[src/hw/rtl/dct8q_pkg.sv]
// shared types, constants and cosine/zigzag tables for the residual dct quantizer
package dct8q_pkg;

  // fixed point setup
  localparam int COS_FRAC  = 14;
  localparam int ROW_FRAC  = 12;
  localparam int COS_W     = COS_FRAC + 2;
  localparam int OPND_W    = 24;
  localparam int PROD_W    = OPND_W + COS_W;
  localparam int ACC_W     = PROD_W + 3;
  localparam int NUM_W     = ACC_W + COS_W;
  localparam int QSH       = 14 + 2 * COS_FRAC;
  localparam int T_W       = NUM_W + 1 - QSH;
  localparam int DCNT_W    = $clog2(T_W + 1);
  localparam int ROW_RSH   = (COS_FRAC > ROW_FRAC) ? COS_FRAC - ROW_FRAC : 0;
  localparam int ROW_LSH   = (COS_FRAC < ROW_FRAC) ? ROW_FRAC - COS_FRAC : 0;
  localparam longint ROW_RND = (ROW_RSH > 0) ? (64'd1 << (ROW_RSH - 1)) : 0;
  localparam logic [31:0] COS_RND = 32'(64'd1 << (29 - COS_FRAC));

  localparam logic signed [12:0] COEF_MAX = 13'sd4095;
  localparam logic signed [12:0] COEF_MIN = -13'sd4096;
  localparam logic [63:0] QUANT_RESET = 64'h0101010101010101;
  localparam int NUM_QWORDS = 8;

  typedef struct packed {
    logic [7:0] pixel;
    logic [7:0] predicted;
  } in_beat_t;

  typedef struct packed {
    logic signed [12:0] coefficient;
    logic [5:0]         zigzag_position;
    logic               block_end;
  } out_beat_t;

  // residual write from the front into the back's two-bank store
  typedef struct packed {
    logic       en;
    logic [6:0] addr;
    logic [8:0] data;
  } res_wr_t;

  // block finished in the back, its bank is free again
  typedef struct packed {
    logic done;
    logic bank;
  } blk_rel_t;

  localparam logic [31:0] COS_Q30 [9] = '{
    32'd1073741824, 32'd1053110176, 32'd992008094, 32'd892783698, 32'd759250125,
    32'd596538995, 32'd410903207, 32'd209476638, 32'd0
  };

  localparam logic [5:0] ZZ_TO_RASTER [64] = '{
     0,  1,  8, 16,  9,  2,  3, 10, 17, 24, 32, 25, 18, 11,  4,  5,
    12, 19, 26, 33, 40, 48, 41, 34, 27, 20, 13,  6,  7, 14, 21, 28,
    35, 42, 49, 56, 57, 50, 43, 36, 29, 22, 15, 23, 30, 37, 44, 51,
    58, 59, 52, 45, 38, 31, 39, 46, 53, 60, 61, 54, 47, 55, 62, 63
  };

  // cos((2k+1)f*pi/16) in Q(COS_FRAC)
  function automatic logic signed [COS_W-1:0] cos_fixed(input logic [2:0] k,
                                                         input logic [2:0] f);
    logic [6:0]  pm;
    logic [4:0]  m;
    logic        neg;
    logic [31:0] mag;
    pm  = 7'({k, 1'b1}) * 7'(f);
    m   = pm[4:0];
    neg = 1'b0;
    if (m > 5'd16) m = 5'(6'd32 - {1'b0, m});
    if (m > 5'd8) begin
      m   = 5'd16 - m;
      neg = 1'b1;
    end
    mag = (COS_Q30[m[3:0]] + COS_RND) >> (30 - COS_FRAC);
    return neg ? -$signed(COS_W'(mag)) : $signed(COS_W'(mag));
  endfunction

  // dc row/column scale weight
  function automatic logic signed [COS_W-1:0] dc_weight(input logic [2:0] u,
                                                         input logic [2:0] v);
    if (u == 3'd0 && v == 3'd0) return $signed(COS_W'(1) << (COS_FRAC - 1));
    if (u == 3'd0 || v == 3'd0) return cos_fixed(3'd0, 3'd4);
    return $signed(COS_W'(1) << COS_FRAC);
  endfunction

endpackage

[src/hw/rtl/dct8q_front.sv]
// front end: takes sample beats, forms residuals, hands full blocks to the back
module dct8q_front import dct8q_pkg::*; (
  input  logic     clk,
  input  logic     rst,
  input  logic     in_valid,
  output logic     in_stall,
  input  in_beat_t in_data,
  output res_wr_t  rw,
  output logic     push,
  output logic     push_bank,
  input  blk_rel_t rel
);

  logic       wr_bank;
  logic [5:0] count;
  logic [1:0] busy;
  logic       acc_beat;

  // a bank still owned by the back blocks the input side
  assign in_stall  = busy[wr_bank];
  assign acc_beat  = in_valid && !in_stall;
  assign rw.en     = acc_beat;
  assign rw.addr   = {wr_bank, count};
  assign rw.data   = {1'b0, in_data.pixel} - {1'b0, in_data.predicted};
  assign push      = acc_beat && (count == 6'd63);
  assign push_bank = wr_bank;

  // sample counter and bank ownership
  always_ff @(posedge clk) begin
    if (rst) begin
      wr_bank <= 1'b0;
      count   <= '0;
      busy    <= '0;
    end else begin
      if (rel.done) busy[rel.bank] <= 1'b0;
      if (acc_beat) begin
        count <= count + 6'd1;
        if (count == 6'd63) begin
          busy[wr_bank] <= 1'b1;
          wr_bank       <= ~wr_bank;
        end
      end
    end
  end

endmodule

[config.mk]
export PLATFORM = sky130hd
export DESIGN_NAME = dct8q_front
export DESIGN_NICKNAME = d
export VERILOG_FILES = /design/src/hw/rtl/dct8q_pkg.sv /design/src/hw/rtl/dct8q_front.sv
export SDC_FILE = /design/constraint.sdc
export NUM_CORES = 1
export LEC_CHECK = 0
export BUFFER_PORTS_ARGS = -buffer_cell sky130_fd_sc_hd__buf_2
export CORE_MARGIN = 2
export CORE_UTILIZATION = 39
export DETAILED_ROUTE_END_ITERATION = 12
export GPL_TIMING_DRIVEN = 0
export HOLD_SLACK_MARGIN = 0.1
export PLACE_DENSITY = 0.74
export SLEW_MARGIN = 20
export SYNTH_ARGS = -nofsm -noshare
export SYNTH_HDL_FRONTEND = slang
export SYNTH_SLANG_ARGS = --single-unit
[constraint.sdc]
create_clock -name clk -period 1.5 [get_ports clk]
set_input_delay 0.15 -clock clk [delete_from_list [all_inputs] [get_ports clk]]
set_output_delay 0.15 -clock clk [all_outputs]
set_load 0.1 [all_outputs]
; Word-level counts from Yosys, hierarchy flattened
; Index checks and enable logic that the tools add are counted.
[word_totals]
elab_cells = 30
reg_bits = 9
ramBits = 0
memories = 0
output_inout_bits = 20
input_bits = 21
latch_bits = 0
rom_bits = 0
[op_classes]
n_reduce_logical = 6
addsub = 2
n_bitwise = 4
mul = 0
shift = 0
mux = 10
magnitude_cmp = 4
div = 0
eq_ne = 1
[op_table]
columns = op, count
row1 = subtractor 8 x 8 -> 9 bit, 1
row2 = two-way mux 2 bit, 4
row3 = adder 6 x 1 -> 6 bit (second input constant), 1
row4 = equality test 6 bit (second input constant), 1
row5 = logical AND 1 bit, 4
row6 = less-than comparator 1 x 2 -> 1 bit (second input constant), 2
row7 = two-way mux 1 bit, 4
row8 = bitwise AND 2 bit, 1
row9 = demux 1 bit (select 1 bit), 2
row10 = greater-or-equal comparator 1 bit (second input constant), 2
row11 = NOT 2 bit, 1
row12 = OR 2 bit, 1
row13 = AND reduction 2 bit, 1
row14 = logical NOT 1 bit, 1
row15 = NOT 1 bit, 1

; Depth between registers and ports, before layout
[logic_depth]
ltp_word = 11
depth_mapped = 8
depth_no_buf = 8

; Least setup slack after synthesis
; Ideal clock, no wire load.
[synth_path]
path_type = input to output
start = input port in_data[8] (netlist name)
end = output port rw[6] (netlist name)
required_ps = 1350
n_path_buf = 0
cell_stages = 8
t_arrival_ps = 2735
slack_ps = -1385
path_cell_list = inv_1 > ha_1 > fa_1 > nor2b_1 > o21ai_1 > a21boi_1 > o21ai_0 > a21oi_1
[synth_rtl]
columns = item, line_no
row1 = start: declaration, dct8q_front.sv:7  ; input in_beat_t in_data,
row2 = end: declaration, dct8q_front.sv:8  ; output res_wr_t rw,

==> results.yml <==
status:
  status: "complete, but fails checks"
  violations: "setup timing"
clocking:
  clk_pin_slew_ps: 70
  cts_tree: "built"
  clock-root-buffer: "clkbuf_4"
  htree_num_levels: 1
  cts_sinks: 9
  clock_latency_ps: 270
  cts_buffers: 3
  clock_path_buffers: 2
place:
  dp_hpwl_um: 1440
  port_buffers: 39
  place.gp.congestion: 0.774
cells_and_area:
  layout-area-overhead-vs-synth_pct: 108
  n_antenna_cell: 0
  mostFrequentLayoutCells: "buf_2, inv_1, buf_4, buf_12, nand2_1"
  nets: 182
  mostFrequentLayoutCell: "buf_2"
  layout-drive-gt1-share: 0.647
detailed_routing:
  drt_iter0_markers: 12
  vias: 939
  antenna_left: 0
  firstDrtPassIters: 4
  post_drt_via_cell_ratio: 5.37
  wl_per_cell_um: 16.9
  drc: 0
  postRouteWirelength_um: 2960
global_routing:
  grt_first_pass_wirelength_um: 3460
  antenna_found_initial: 0
  grt-ovfl-total: 0
  grt_pass1_vias: 772
  grt_max_degree: 10
  track_usage: 0.226
synthesis:
  synth_area_leaders: "dfxtp_1, ha_1, inv_1"
  seq_area_frac_synth: 0.238
  yosysWarnings: 0
  synth_top_area_share: 0.238
  syn_area_um2: 757
  synth_largest_area_cell: "dfxtp_1"
  synth_fp_nets: 127
  syn_area_per_cell_um2: 7.89
  synth_seq_cells: 9
  ys_types: 31
  netlist_instances: 96
setup_path:
  cp_max_fo: 3
  cp-start-kind: "primary input"
  critPathKind: "in -> out"
  slowest_delay_ps: 350
  rrSetupSlack_ps: -50
  slowest_stage: "fa_2"
  cp.required_ps: 1350
  crit_chain: "buf_8, inv_8, ha_4, fa_2, nor2b_2, o21ai_2, a21boi_2, o21ai_4, a21oi_4, buf_12"
  r2r-end: "count[3]"
  reg2regPathDepth: 6
  crit_family: "compound AO/OA/AOI/OAI gates"
  arrival_ps: 1690
  r2r_start: "push_bank"
  end_kind: "primary output"
  crit_buf_inv: 3
sta:
  worstMarginPinSlew_ps: 511
  finalClockSkew_ps: 1.27
  fmax_mhz: 544
  final_max_slew_viol_count: 0
  rsz0062_at_grt: "yes"
  finalCritPeriodShare: 1.22
  min_period_ps: 1840
  slew_headroom: 0.662
  layout_setup_ws_ps: -337
  finalHoldViolations: 0
  setup_violations: 10
  finalSetupTns_ps: -1560
min_path:
  min_to: "busy[0]"
  whs_path_depth: 3
  min-delay-start: "rel[0]"
  hold_path.class: "in -> reg"
floorplan:
  die_w_um: 48.1
  core_area_mm2: 0.00178
  row_count: 15
  die_h_um: 48.1
  dieArea_mm2: 0.00231
  initial_core_util: 0.425
  ioPinCount: 41
power_and_ir_drop:
  power_uw: 1410
  cellPowerDensity_mw_per_mm2: 894
  ir_drop_v: 0.000857
  cellLeakagePower_uw: 0.000716
run:
  cap_violations: 0
==> Yosys cell counts <==
library cell and n:
inv_1 15, dfxtp_1 9, ha_1 9, nor2_1 9
nand2_1 8, a21oi_1 7, xnor2_1 6, o21ai_0 4
o21a_1 3, or3_1 3, buf_4 2, nor2b_1 2
a21boi_0 1, a21boi_1 1, a22oi_1 1, buf_1 1
fa_1 1, mux2i_2 1, nand2b_2 1, nand3_1 1
nand3_2 1, nor3_1 1, nor3_2 1, nor3_4 1
o211ai_1 1, o21ai_1 1, o22ai_1 1, o2bb2ai_1 1
o31a_1 1, or2b_1 1, xor2_1 1
==> layer usage <==
metal / vias up / part of all wire / global-route usage / wire length, um
met2: 51 / 0.54 / 0.419 / 1590
met1: 434 / 0.33 / 0.223 / 991
met5: - / 0 / 0 / 0
met3: 26 / 0.050 / 0.0566 / 149
li1: 428 / - / - / -
met4: 0 / 0.076 / 0.135 / 224
==> repair_timing <==
action	4_1_cts	5_1_grt
resized for setup	54	22
pin swaps	16	17
buffers inserted	8	5
hold endpoints to repair	0	0
endpoints found under the setup margin	10	16
hold buffers	0	0
==> worst max path at each step <==
stage               start  depth (start not counted)      end  slack (ps)
2_1_floorplan   push_bank                          5  busy[1]        -690
3_3_place_gp   in_data[8]                         10    rw[6]        -660
3_5_place_dp   in_data[8]                         10    rw[6]        -670
4_1_cts        in_data[8]                         10    rw[6]        -330
5_1_grt        in_data[8]                         10    rw[6]        -370
6_report       in_data[8]                         10    rw[6]        -340
==> registers in the layout, summed over array words and instances, names as in the netlist <==
signal,cells
busy,2
push_bank,1
count,6
==> tightest hold or removal path: stages <==
cell and delay, ps:
buf_2 80, o21ai_0 80, a21oi_1 140
==> power breakdown <==
group / total (uW) / internal (uW) / switching [uW]
clock: 206 / 103 / 102
combinational: 952 / 356 / 595
sequential: 249 / 243 / 6.67
total: 1410 / 702 / 704
==> layout make-up <==
cell class                 count  area [um2]
buffer                         2        11.3
clock buffer                   4        26.3
fill                          76         210
inverter                      15        68.8
multi-input combinational     69         774
sequential                     9         196
tap                           25        31.3
timing repair buffer          51         464
==> through the flow <==
| stage | cell area [um2] | hold WS [ps] | std cells | utilization | setup slack [ps] |
|---|---|---|---|---|---|
| 2_1_floorplan | 938 | 340 | 96 | - | -685 |
| 3_3_place_gp | 1160 | 472 | 160 | 0.653 | -655 |
| 3_5_place_dp | 1160 | 484 | 160 | 0.653 | -666 |
| 4_1_cts | 1470 | 204 | 172 | 0.822 | -331 |
| 5_1_grt | 1570 | 257 | 175 | 0.882 | -371 |
| 6_report | 1570 | 217 | 175 | 0.882 | -337 |
==> cells by family after synthesis <==
group,count (synthesis),share of synthesized area
xor gates and xnor gates,7,0.0810
muxes,1,0.0182
adders and majority gates,10,0.175
DFF,9,0.238
and+or+nand+nor,29,0.208
AOI/OAI and AO/OA,22,0.180
buffers and inverters,18,0.0992
Note: power is estimated with default switching activity, not from simulation.
