**src/hw/rtl/dct8q_pkg.sv**
```systemverilog
// shared types, constants and cosine/zigzag tables for the residual dct quantizer
package dct8q_pkg;

  // fixed point setup
  localparam int COS_FRAC  = 14;
  localparam int ROW_FRAC  = 12;
  localparam int COS_W     = COS_FRAC + 2;
  localparam int OPND_W    = 24;
  localparam int PROD_W    = OPND_W + COS_W;
  localparam int ACC_W     = PROD_W + 3;
  localparam int NUM_W     = ACC_W + COS_W;
  localparam int QSH       = 14 + 2 * COS_FRAC;
  localparam int T_W       = NUM_W + 1 - QSH;
  localparam int DCNT_W    = $clog2(T_W + 1);
  localparam int ROW_RSH   = (COS_FRAC > ROW_FRAC) ? COS_FRAC - ROW_FRAC : 0;
  localparam int ROW_LSH   = (COS_FRAC < ROW_FRAC) ? ROW_FRAC - COS_FRAC : 0;
  localparam longint ROW_RND = (ROW_RSH > 0) ? (64'd1 << (ROW_RSH - 1)) : 0;
  localparam logic [31:0] COS_RND = 32'(64'd1 << (29 - COS_FRAC));

  localparam logic signed [12:0] COEF_MAX = 13'sd4095;
  localparam logic signed [12:0] COEF_MIN = -13'sd4096;
  localparam logic [63:0] QUANT_RESET = 64'h0101010101010101;
  localparam int NUM_QWORDS = 8;

  typedef struct packed {
    logic [7:0] pixel;
    logic [7:0] predicted;
  } in_beat_t;

  typedef struct packed {
    logic signed [12:0] coefficient;
    logic [5:0]         zigzag_position;
    logic               block_end;
  } out_beat_t;

  // residual write from the front into the back's two-bank store
  typedef struct packed {
    logic       en;
    logic [6:0] addr;
    logic [8:0] data;
  } res_wr_t;

  // block finished in the back, its bank is free again
  typedef struct packed {
    logic done;
    logic bank;
  } blk_rel_t;

  localparam logic [31:0] COS_Q30 [9] = '{
    32'd1073741824, 32'd1053110176, 32'd992008094, 32'd892783698, 32'd759250125,
    32'd596538995, 32'd410903207, 32'd209476638, 32'd0
  };

  localparam logic [5:0] ZZ_TO_RASTER [64] = '{
     0,  1,  8, 16,  9,  2,  3, 10, 17, 24, 32, 25, 18, 11,  4,  5,
    12, 19, 26, 33, 40, 48, 41, 34, 27, 20, 13,  6,  7, 14, 21, 28,
    35, 42, 49, 56, 57, 50, 43, 36, 29, 22, 15, 23, 30, 37, 44, 51,
    58, 59, 52, 45, 38, 31, 39, 46, 53, 60, 61, 54, 47, 55, 62, 63
  };

  // cos((2k+1)f*pi/16) in Q(COS_FRAC)
  function automatic logic signed [COS_W-1:0] cos_fixed(input logic [2:0] k,
                                                         input logic [2:0] f);
    logic [6:0]  pm;
    logic [4:0]  m;
    logic        neg;
    logic [31:0] mag;
    pm  = 7'({k, 1'b1}) * 7'(f);
    m   = pm[4:0];
    neg = 1'b0;
    if (m > 5'd16) m = 5'(6'd32 - {1'b0, m});
    if (m > 5'd8) begin
      m   = 5'd16 - m;
      neg = 1'b1;
    end
    mag = (COS_Q30[m[3:0]] + COS_RND) >> (30 - COS_FRAC);
    return neg ? -$signed(COS_W'(mag)) : $signed(COS_W'(mag));
  endfunction

  // dc row/column scale weight
  function automatic logic signed [COS_W-1:0] dc_weight(input logic [2:0] u,
                                                         input logic [2:0] v);
    if (u == 3'd0 && v == 3'd0) return $signed(COS_W'(1) << (COS_FRAC - 1));
    if (u == 3'd0 || v == 3'd0) return cos_fixed(3'd0, 3'd4);
    return $signed(COS_W'(1) << COS_FRAC);
  endfunction

endpackage

```
**src/hw/rtl/dct8q_queue.sv**
```systemverilog
// two-entry queue of finished block banks between front and back
module dct8q_queue import dct8q_pkg::*; (
  input  logic clk,
  input  logic rst,
  input  logic push,
  input  logic push_bank,
  input  logic pop,
  output logic head,
  output logic empty,
  output logic full
);

  logic [1:0] slot;
  logic       wp;
  logic       rp;
  logic [1:0] level;

  assign head  = slot[rp];
  assign empty = (level == 2'd0);
  assign full  = (level == 2'd2);

  // pointers and fill level
  always_ff @(posedge clk) begin
    if (rst) begin
      wp    <= 1'b0;
      rp    <= 1'b0;
      level <= '0;
    end else begin
      if (push) begin
        slot[wp] <= push_bank;
        wp       <= ~wp;
      end
      if (pop) rp <= ~rp;
      case ({push, pop})
        2'b10:   level <= level + 2'd1;
        2'b01:   level <= level - 2'd1;
        default: level <= level;
      endcase
    end
  end

endmodule

```
**config.mk**
```make
export PLATFORM = sky130hd
export DESIGN_NAME = dct8q_queue
export DESIGN_NICKNAME = d
export VERILOG_FILES = /design/src/hw/rtl/dct8q_pkg.sv /design/src/hw/rtl/dct8q_queue.sv
export SDC_FILE = /design/constraint.sdc
export NUM_CORES = 1
export LEC_CHECK = 0
export BUFFER_PORTS_ARGS = -buffer_cell sky130_fd_sc_hd__buf_2
export CAP_MARGIN = 20
export CORE_AREA = 5 5 42 44
export CTS_BUF_LIST = sky130_fd_sc_hd__clkbuf_16
export DETAILED_ROUTE_END_ITERATION = 10
export DIE_AREA = 0 0 47 49
export GPL_TIMING_DRIVEN = 0
export SYNTH_ARGS = -nofsm -noshare
export SYNTH_HDL_FRONTEND = slang
export SYNTH_SLANG_ARGS = --single-unit
```
**constraint.sdc**
```tcl
create_clock -name clk -period 0.9 [get_ports clk]
set_input_delay 0.045 -clock clk [delete_from_list [all_inputs] [get_ports clk]]
set_output_delay 0.045 -clock clk [all_outputs]
set_load 0.005 [all_outputs]
```
== Yosys cells after proc, flatten, opt, wreduce, memory -nomap -nowiden ==
Cells that the tools add are included.
Storage, ports and cells
  input port bits: 5
  word-level logic and storage cells: 25
  register bits: 6
  output and inout port bits: 3
Operators by class
  order comparisons: 3
  reductions and logical operators: 4
  muxes and demuxes: 6
  equality and inequality tests: 3
  bitwise gates (word level): 3
  $add $sub $neg: 2
Operators by type and width (number)
  $eq 2x2->1 const B: 2
  $lt 1x2->1 const B: 2
  $pmux 2 s2: 1
  $mux 1: 3
  $not 1->1: 3
  $add 2x1->2 const B: 1
  $bwmux 2: 1
  $eq 2x1->1 const B: 1
  $logic_not 2->1: 1
  $reduce_and 2->1: 1
  $reduce_bool 2->1: 1
  $sub 2x1->2 const B: 1
  $demux 1 s1: 1
  $ge 1x1->1 const B: 1
  $logic_and 1x1->1: 1

== Depth between registers and ports, before layout ==
Gate-level depths: netlist of the first run.
  depth after elaboration: 5
  gate-level depth with buffers: 5
  depth with buffers taken out: 5

== Least setup slack after synthesis of the first run ==
No wires, ideal clock.
  path type: flip-flop to flip-flop
  from: register level[0]
  to: register level[1]
  clock period less this slack: 0.932 ns
  stages on the path, launching flop included: 4
  path buffers: 0
  library setup time: 0.070 ns
  arrival time: 0.862 ns
  path slack: -0.032 ns
  cell sequence: dfxtp_1 xnor2_1 or3_1 a21oi_1
Between the ends
  word-level cells in the longest chain between the ends: 2
  elaborated cells between the ends (all ways): 3
RTL lines
  from (decl): RTL line dct8q_queue.sv:16  | logic [1:0] level;
  from (signal assigned): RTL line dct8q_queue.sv:35  | 2'b10: level <= level + 2'd1;
  from (signal assigned): RTL line dct8q_queue.sv:36  | 2'b01: level <= level - 2'd1;
  from (signal assigned): RTL line dct8q_queue.sv:37  | default: level <= level;
  $sub 2x1->2 / $add 2x1->2 (equally long branches): RTL line dct8q_queue.sv:36, dct8q_queue.sv:35
  $pmux 2 s2 *: RTL line dct8q_queue.sv:34  | case ({push, pop})
Mark *: on every way between the ends. The rest lies on a longest branch, timed or not.
A chain may end at the register's enable or synchronous reset.

== Worst setup path in the final report of the first run ==
  from: register rp
  to: output port head
Between the ends
  word-level cells in the longest chain between the ends: 2
RTL lines
  from (decl): RTL line dct8q_queue.sv:15  | logic rp;
  from (signal assigned): RTL line dct8q_queue.sv:33  | if (pop) rp <= ~rp;
  $mux 1 (not written as such) (2 in series): RTL line dct8q_queue.sv:18  | assign head = slot[rp];
  to (decl): RTL line dct8q_queue.sv:8  | output logic head,
Every way passes these cells. The select of a mux whose other input is x is not followed.

==> reports/results.tsv, run 1 <==
metric	value	unit
Relative slew margins	0.859	
Synth top area share	0.314	
CP Data Required Time	850	ps
DR WL/cell	9.49	µm
vias in the first global route	186	
clk buf depth	2	
layout cells sized above 1	0.514	
Synth async-reset ratio	0	
Final setup viols	3	
Vias	199	
maximum vdd drop	0.000728	V
Detailed Route WL	484	µm
Sequential Power Share	0.282	
Top FF cell, synth	dfxtp_1	
DP HPWL	362	µm
worst slew pin tran	210	ps
Fin. Hold Viols	0	
crit start category	flop	
synthesis-stage register bit count	6	
Data arrival, critical path	990	ps
EDFF count, synth	2	
Placeable Area	1400	µm²
internal power	0.000964	W
worst clock skew	1.64	ps
GRT overflow	0	
fmax	967	MHz
CTS clk-pin slew, worst paths	30	ps
final net count	43	
synth unique cells	14	
Design Power	0.00118	W
GP Congestion	0.655	
FP Rows	14	
r2r setup slk	-50	ps
register area share after synthesis	0.549	
Area growth syn-to-layout	64.7	%
Die H	49	µm
CTS hold repair buffers	0	
Commonest cells post-synth	4 x dfxtp_1, 4 x nor2_1, 3 x xnor2_1	
Avg Vias per Cell	3.90	
# diodes	0	
Clock Sinks	6	
Combinational Power Share	0.116	
crit end category	primary output	
Max Fanout on Critical Path	2	
Pleak	0.177	nW
Tot GR Track Use	0.0530	
Non-Filler Instances	51	
I/O pins	8	
Fill cells	159	
Root Buffer	clkbuf_16	
synthesized cell area	255	µm²
placed cell count	46	
Tmin final	1030	ps
Net Sw Frac	0.180	
# port buffers	7	
Final Max Tran Viols	0	
antenna violations before repair	0	
max_cap viols	0	
pwr/cell area	2800	nW/µm²
clock power share	0.602	
largest net degree at the start of global routing	7	
first-pass GRT wire length	793	µm
die area	2300	µm²
Post-DRT Antenna Nets	0	
Period Utilization, post-route	1.15	
Iter 0 DRT Violations	3	
Die W	47	µm
path type of the worst setup path	flop to primary output	
post-synthesis cell type with the largest combined area	dfxtp_1	
status	finished, violations left	
CTS tree	built	
First-pass DRT Iterations	4	
clk_lat worst skew	230	ps
total CTS buffers	3	
DR DRC count	0	
Post-Syn Area per Cell	11.1	µm²
CTS HTree Levels	1	
cell count after synthesis	23	
Syn Nets	29	
RSZ-0062 raised after global routing	yes	
failing checks	negative setup slack	
Psw	0.000212	W
worst hold path class	primary input to flop	
Synth area leaders	dfxtp_1 31%, edfxtp_1 24%, xnor2_1 10%, nor2_1 5.9%, ha_1 4.9%	
synth warn	0	
Final WS setup	-134	ps
Initial Utilization	0.182	
## area by class of cell
cell class,instances,area [µm²],share of cell area
Tap cell,16,20.0,0.0476
Inverter,1,3.75,0.00893
Clock buffer,3,75.1,0.179
Multi-Input combinational cell,16,120,0.286
Sequential cell,6,145,0.345
Timing Repair Buffer,9,56.3,0.134
## power by group through the flow
stage / Clock [W] / Combinational [W] / Sequential [W]
finish: 0.000708 / 0.000137 / 0.000332
global route: 0.000745 / 0.000151 / 0.000337
CTS: 0.000731 / 0.000129 / 0.000331
detailed placement: 0 / 0.000109 / 0.000336
global placement: 0 / 0.000107 / 0.000334
floorplan: 0 / 0.0000711 / 0.000331
## final timing paths
| check | start | end | cells past startpoint |
|---|---|---|---|
| setup / recovery | rp$_SDFFE_PP0P_ | head | 2 |
| hold / removal | push_bank | slot[1]$_DFFE_PP_ | 1 |
| setup reg to reg | level[0]$_SDFFE_PP0P_ | level[1]$_SDFFE_PP0P_ | 3 |
| hold reg to reg | level[1]$_SDFFE_PP0P_ | level[1]$_SDFFE_PP0P_ | 2 |
## metrics by stage
stage / area (µm²) / hold WS (ps) / setup slack (ps) / util / TNS, ps
2_1_floorplan: 256 / 110 / -2.30 / - / -2.30
3_3_place_gp: 312 / 234 / -134 / 0.222 / -134
3_5_place_dp: 312 / 251 / -153 / 0.222 / -153
4_1_cts: 408 / 15.9 / -136 / 0.291 / -217
5_1_grt: 420 / 18.2 / -163 / 0.300 / -325
6_report: 420 / 18.7 / -134 / 0.300 / -228
## layer usage
layer,GRT usage,share of wire,vias to the layer above
met2,0.0633,0.44,8
met5,0,0,-
met3,0.0517,0.13,0
li1,-,-,101
met1,0.0532,0.44,90
met4,0.0415,0,0
## worst max-delay path, cell delays in order, from the launching register on
cell and delay (ps):
dfxtp_2 320, mux2_2 330, buf_6 110
## cell usage in the layout (no fill, tap or decap), drive strengths merged, types with 2 or more instances in the layout
| cell | n |
|---|---|
| xnor2 | 3 |
| nor2 | 4 |
| edfxtp | 2 |
| dfxtp | 4 |
| clkbuf | 3 |
| buf | 9 |
## kinds of logic after synthesis
| kind of cell | after synthesis | share of synthesized area |
|---|---|---|
| buf+inv | 1 | 0.0147 |
| compound gates | 2 | 0.0392 |
| mux | 1 | 0.0441 |
| flops | 6 | 0.549 |
| xor+xnor | 4 | 0.137 |
| simple gates | 8 | 0.167 |
| fa+ha+maj | 1 | 0.0490 |
## sequential cells by signal (all words and copies together), names as in the netlist
| signal | flops |
|---|---|
| level | 2 |
| slot | 2 |
| wp | 1 |
| rp | 1 |
## repair_timing
| action | in CTS | in global routing |
|---|---|---|
| resized for setup | 2 | 3 |
| setup endpoints to repair | 4 | 3 |
| buffers inserted | 2 | 0 |
(Power assumes the default switching activity.)
==> run 2, diff against run 1 <==
- ABC_AREA: unset -> 1
- CELL_PAD_IN_SITES_DETAIL_PLACEMENT: unset -> 1
- CELL_PAD_IN_SITES_GLOBAL_PLACEMENT: unset -> 2
- PLACE_DENSITY_LB_ADDON: unset -> 0.1
- clock period: 0.9 -> 1.1 ns (I/O delays scaled with it)
==> run 2 against run 1 <==
The run now ends clean. Total power down 21%. Die area unchanged. First-iteration DRC count down 100%.
==> reports/results.tsv, run 2 <==
metric	value	unit	change
Clock Sinks	6		unchanged
worst hold path class	primary input to flop		
leading cell type in the layout, fill and taps excluded	nor2_1		
CTS clk-pin slew, worst paths	30	ps	about the same
GRT overflow	0		unchanged
Area growth syn-to-layout	47.3	%	
worst r2r src	wp$_SDFFE_PP0P_		
status	complete, no violations		
Iter 0 DRT Violations	0		-3
max_cap viols	0		unchanged
Tot GR Track Use	0.0585		+0.00557
synthesis-stage register bit count	6		unchanged
worst clock skew	0.451	ps	-1.19 ps
Die H	49	µm	unchanged
area of the multi-input gates	111	µm²	-7.3%
clk_lat worst skew	220	ps	about the same
CTS tree	built		
total CTS buffers	3		unchanged
Synth area leaders	dfxtp_1 29%, edfxtp_1 22%, nor2_1 11%, inv_1 9.5%, nand2_1 8.1%		
crit end category	primary output		
Hold Path End	slot[0]$_DFFE_PP_		
vias in the first global route	234		+26%
R2R cell count	2		-1
GP Congestion	0.701		+7.0%
synthesized cell area	278	µm²	+8.8%
Post-DRT Antenna Nets	0		unchanged
Net Sw Frac	0.186		+0.00593
Placed Area	333	µm²	+6.8%
layout cells sized above 1	0.267		-0.248
fmax	945	MHz	
Final Max Tran Viols	0		unchanged
Fill cells	168		+5.7%
pwr/cell area	2270	nW/µm²	-19%
register area share after synthesis	0.505		-0.0445
Data arrival, critical path	1000	ps	about the same
biggest regs	level: 2 flops, slot: 2 flops		
Combinational Power Share	0.090		-0.026
maximum vdd drop	0.000911	V	+25%
Root Buffer	clkbuf_16		
RSZ-0062 raised after global routing	no		
FP Rows	14		unchanged
clk buf depth	2		unchanged
post-cts sizing count	0		-2
# diodes	0		unchanged
Pleak	0.195	nW	+9.7%
Placeable Area	1400	µm²	unchanged
EDFF count, synth	2		unchanged
Psw	0.000173	W	-19%
R2R Path End	slot[1]$_DFFE_PP_		
DR DRC count	0		unchanged
Avg Vias per Cell	4.21		+8.0%
clock power share	0.626		+0.024
Vias	257		+29%
# port buffers	7		unchanged
final net count	53		+23%
synth unique cells	12		-2
Top FF cell, synth	dfxtp_1		
Synth top area share	0.288		-0.0254
Relative slew margins	0.859		about the same
post-route cell area	409	µm²	-2.7%
synth warn	0		unchanged
min-delay src	push_bank		
cell count after synthesis	35		+52%
Initial Utilization	0.198		+0.0161
CP Data Required Time	1040	ps	+190 ps
Syn Nets	41		+41%
register area	141	µm²	-2.6%
Setup TNS Final	0	ps	+228 ps
Period Utilization, post-route	0.962		
worst slew pin tran	211	ps	+0.785 ps
crit start category	flop		
DR WL/cell	9.39	µm	-1.0%
Max Fanout on Critical Path	2		unchanged
commonest non-fill, non-tap cells in the layout	8 x nor2_1, 7 x inv_1, 7 x buf_2, 6 x nand2_1		
Detailed Route WL	573	µm	+18%
Commonest cells post-synth	8 x nor2_1, 7 x inv_1, 6 x nand2_1		
largest net degree at the start of global routing	6		-1
CTS hold repair buffers	0		unchanged
Die W	47	µm	unchanged
setup bufs post-CTS	0		-2
CTS HTree Levels	1		unchanged
r2r setup slk	210	ps	+260 ps
Synth async-reset ratio	0		unchanged
antenna violations before repair	0		unchanged
I/O pins	8		unchanged
die area	2300	µm²	unchanged
post-synthesis cell type with the largest combined area	dfxtp_1		
Fin. Hold Viols	0		unchanged
Post-Syn Area per Cell	7.94	µm²	-28%
internal power	0.000755	W	-22%
worst hold path depth	1		unchanged
Tmin final	1060	ps	
Sequential Power Share	0.284		+0.002
First-pass DRT Iterations	1		-3
path type of the worst setup path	flop to primary output		
most common cell in the netlist	nor2_1		
first-pass GRT wire length	897	µm	+13%
Final setup viols	0		-3
==> run 2: cell types whose count changed after synthesis, sizes merged <==
cell   previous run  this run
inv               1         7
nand2             0         6
nor2              4         8
xnor2             3         1
a21oi             1         2
and2b             1         0
nand4             0         1
nor3b             1         0
or3               1         0
xor2              1         0
==> run 2: stage by stage <==
step	setup WS, ps	hold slack [ps]	total power [W]	util	cells
after floorplan	277	124	0.000316	-	35
after global placement	184	244	0.000346	0.238	58
after detailed placement	150	251	0.000351	0.238	58
after CTS	10.2	20.6	0.000934	0.291	61
after global routing	11.1	22.2	0.000970	0.292	61
final	41.4	24.1	0.000928	0.292	61
==> run 2: worst max-delay path by stage <==
stage / startpoint / end / slack (ps) / cells past startpoint
finish: rp$_SDFFE_PP0P_ / head / 40 / 2
global route: rp$_SDFFE_PP0P_ / head / 10 / 2
global placement: push / level[1]$_SDFFE_PP0P_ / 180 / 8
detailed placement: push / level[1]$_SDFFE_PP0P_ / 150 / 8
CTS: rp$_SDFFE_PP0P_ / head / 10 / 2
floorplan: wp$_SDFFE_PP0P_ / slot[1]$_DFFE_PP_ / 280 / 2
==> run 2: kinds of logic after synthesis <==
| logic type | synth area share |
|---|---|
| buffers and inverters | 0.0946 |
| muxes | 0.0405 |
| AOI/OAI and AO/OA | 0.0540 |
| xor gates and xnor gates | 0.0315 |
| adders and majority gates | 0.0450 |
| DFF | 0.505 |
| and+or+nand+nor | 0.230 |
==> run 2: layout make-up <==
cell class / count / area share
Sequential cell: 6 / 0.346
Multi-Input combinational cell: 22 / 0.272
Clock buffer: 3 / 0.183
Timing Repair Buffer: 7 / 0.0856
Inverter: 7 / 0.0642
Tap cell: 16 / 0.0489
==> run 2: worst max-delay path: stages (launching register included) <==
cell and delay [ps]:
dfxtp_2 330, mux2_2 320, buf_2 120
==> run 2: routing by layer <==
metal  global-route usage  vias up  share of wire
met5                    0        -              0
met4               0.0553        0          0.037
met3               0.0332        4          0.094
met2               0.0588        9           0.38
met1               0.0795      116           0.49
li1                     -      128              -
==> run 2: power groups by stage <==
stage               combinational, W  sequential [W]  clock [W]
floorplan                  0.0000535        0.000262          0
CTS                        0.0000852        0.000263   0.000585
finish                     0.0000831        0.000263   0.000581
detailed placement         0.0000849        0.000266          0
global route               0.0000947        0.000266   0.000609
global placement           0.0000809        0.000265          0
==> run 3, diff against run 2 <==
- CELL_PAD_IN_SITES_DETAIL_PLACEMENT: 1 -> unset
- CELL_PAD_IN_SITES_GLOBAL_PLACEMENT: 2 -> unset
- PLACE_DENSITY_LB_ADDON: 0.1 -> unset
==> run 3 against run 2 <==
Global-route usage shrank 0.47 points. Non-clock buffer count is the same. Sequential power is essentially flat. Utilization is the same. Fmax shrank 0.78%. Hold slack lost 3.4 ps. Count of clock-buffer cells in the layout is the same. Combinational power shrank 0.7%. Via count shrank 13%. Highest routed layer is now met3.
==> reports/results.tsv, run 3 (synthesis gave the netlist of run 2 again) <==
metric	value	unit	change
status	complete, no violations		
# port buffers	7		unchanged
Pleak	0.195	nW	unchanged
Max Fanout on Critical Path	2		unchanged
final net count	53		unchanged
RSZ-0062 raised after global routing	no		
# diodes	0		unchanged
total CTS buffers	3		unchanged
Initial Utilization	0.198		unchanged
Avg Vias per Cell	3.67		-13%
Root Buffer	clkbuf_16		
Final setup viols	0		unchanged
Iter 0 DRT Violations	1		+1
FP Rows	14		unchanged
Area growth syn-to-layout	47.3	%	unchanged
Relative slew margins	0.865		+0.00607
Tot GR Track Use	0.0538		-0.00475
layout cells sized above 1	0.267		unchanged
vias in the first global route	212		-9.4%
Die W	47	µm	unchanged
max_cap viols	0		unchanged
CP max stage delay	330	ps	about the same
Final Max Tran Viols	0		unchanged
biggest regs	level: 2 flops, slot: 2 flops		
crit start category	flop		
Detailed Route WL	512	µm	-11%
Slowest-stage cell, CP	dfxtp_2		
setup bufs post-CTS	0		unchanged
Setup TNS Final	0	ps	unchanged
maximum vdd drop	0.000794	V	-13%
path type of the worst setup path	flop to primary output		
worst hold path class	primary input to flop		
crit end category	primary output		
pwr/cell area	2270	nW/µm²	about the same
clk buf depth	2		unchanged
Tmin final	1070	ps	+8.30 ps
antenna violations before repair	0		unchanged
Post-DRT Antenna Nets	0		unchanged
DP HPWL	407	µm	
CTS hold repair buffers	0		unchanged
Die H	49	µm	unchanged
largest net degree at the start of global routing	6		unchanged
Clock Sinks	6		unchanged
fmax	937	MHz	-0.78%
worst clock skew	1.54	ps	+1.09 ps
critical path cell sequence	mux2_2 -> buf_2		
Vias	224		-13%
final core utilization	0.292		unchanged
GRT overflow	0		unchanged
worst slew pin tran	202	ps	-9.04 ps
Data arrival, critical path	1010	ps	about the same
CTS clk-pin slew, worst paths	30	ps	about the same
CTS tree	built		
Placeable Area	1400	µm²	unchanged
CTS HTree Levels	1		unchanged
leading cell type in the layout, fill and taps excluded	nor2_1		
DR WL/cell	8.39	µm	-11%
first-pass GRT wire length	800	µm	-11%
commonest non-fill, non-tap cells in the layout	8 x nor2_1, 7 x inv_1, 7 x buf_2, 6 x nand2_1		
GP Congestion	0.712		+1.6%
DR DRC count	0		unchanged
I/O pins	8		unchanged
CP Buf/Inv Count	1		unchanged
Period Utilization, post-route	0.970		+0.00754
First-pass DRT Iterations	2		+1
die area	2300	µm²	unchanged
delay-heaviest family, CP	flip-flops		
Fin. Hold Viols	0		unchanged
CP Data Required Time	1040	ps	about the same
clk_lat worst skew	230	ps	about the same
## run 3: cell counts in the layout (fill, tap and decap cells not counted)
Identical to the previous run, type by type.
## run 3: power breakdown
group	internal, W	switching (W)	leakage, nW
registers	0.000249	0.0000137	0.0519
logic	0.0000398	0.0000427	0.106
clock network	0.000466	0.000117	0.0370
## run 3: per-layer routing
layer  GRT usage  vias to the layer above  part of all wire
li1            -                      128                 -
met1      0.0692                       89              0.56
met2      0.0475                        7              0.36
met3      0.0332                        0             0.082
met4      0.0691                        0                 0
met5           0                        -                 0
## run 3: worst paths after layout
kind                   start           endpoint  slack, ps  cells after the start
min                push_bank  slot[1]$_DFFE_PP_         20                      1
max          rp$_SDFFE_PP0P_               head         30                      2
min reg2reg  wp$_SDFFE_PP0P_    wp$_SDFFE_PP0P_        460                      2
max reg2reg  wp$_SDFFE_PP0P_  slot[1]$_DFFE_PP_        230                      2
## run 3: timing repair
action	CTS	global route
hold endpoints to repair	0	0
endpoints found under the setup margin	1	0
gates resized for setup	1	0
## run 3: metrics by stage
step	cell area [µm²]	setup slack (ps)	power [W]	hold WS (ps)	std cells
after floorplan	278	277	0.000316	124	35
after global placement	333	192	0.000345	249	58
after detailed placement	333	176	0.000348	254	58
after CTS	409	20.4	0.000946	18.0	61
after global routing	409	7.42	0.000973	17.8	61
final	409	33.1	0.000928	20.7	61
## run 3: final cells by class
class | count | area [µm²]
Sequential cell | 6 | 141
Tap cell | 16 | 20.0
Multi-Input combinational cell | 22 | 111
Timing Repair Buffer | 7 | 35.0
Inverter | 7 | 26.3
Clock buffer | 3 | 75.1
Fill cell | 165 | 992
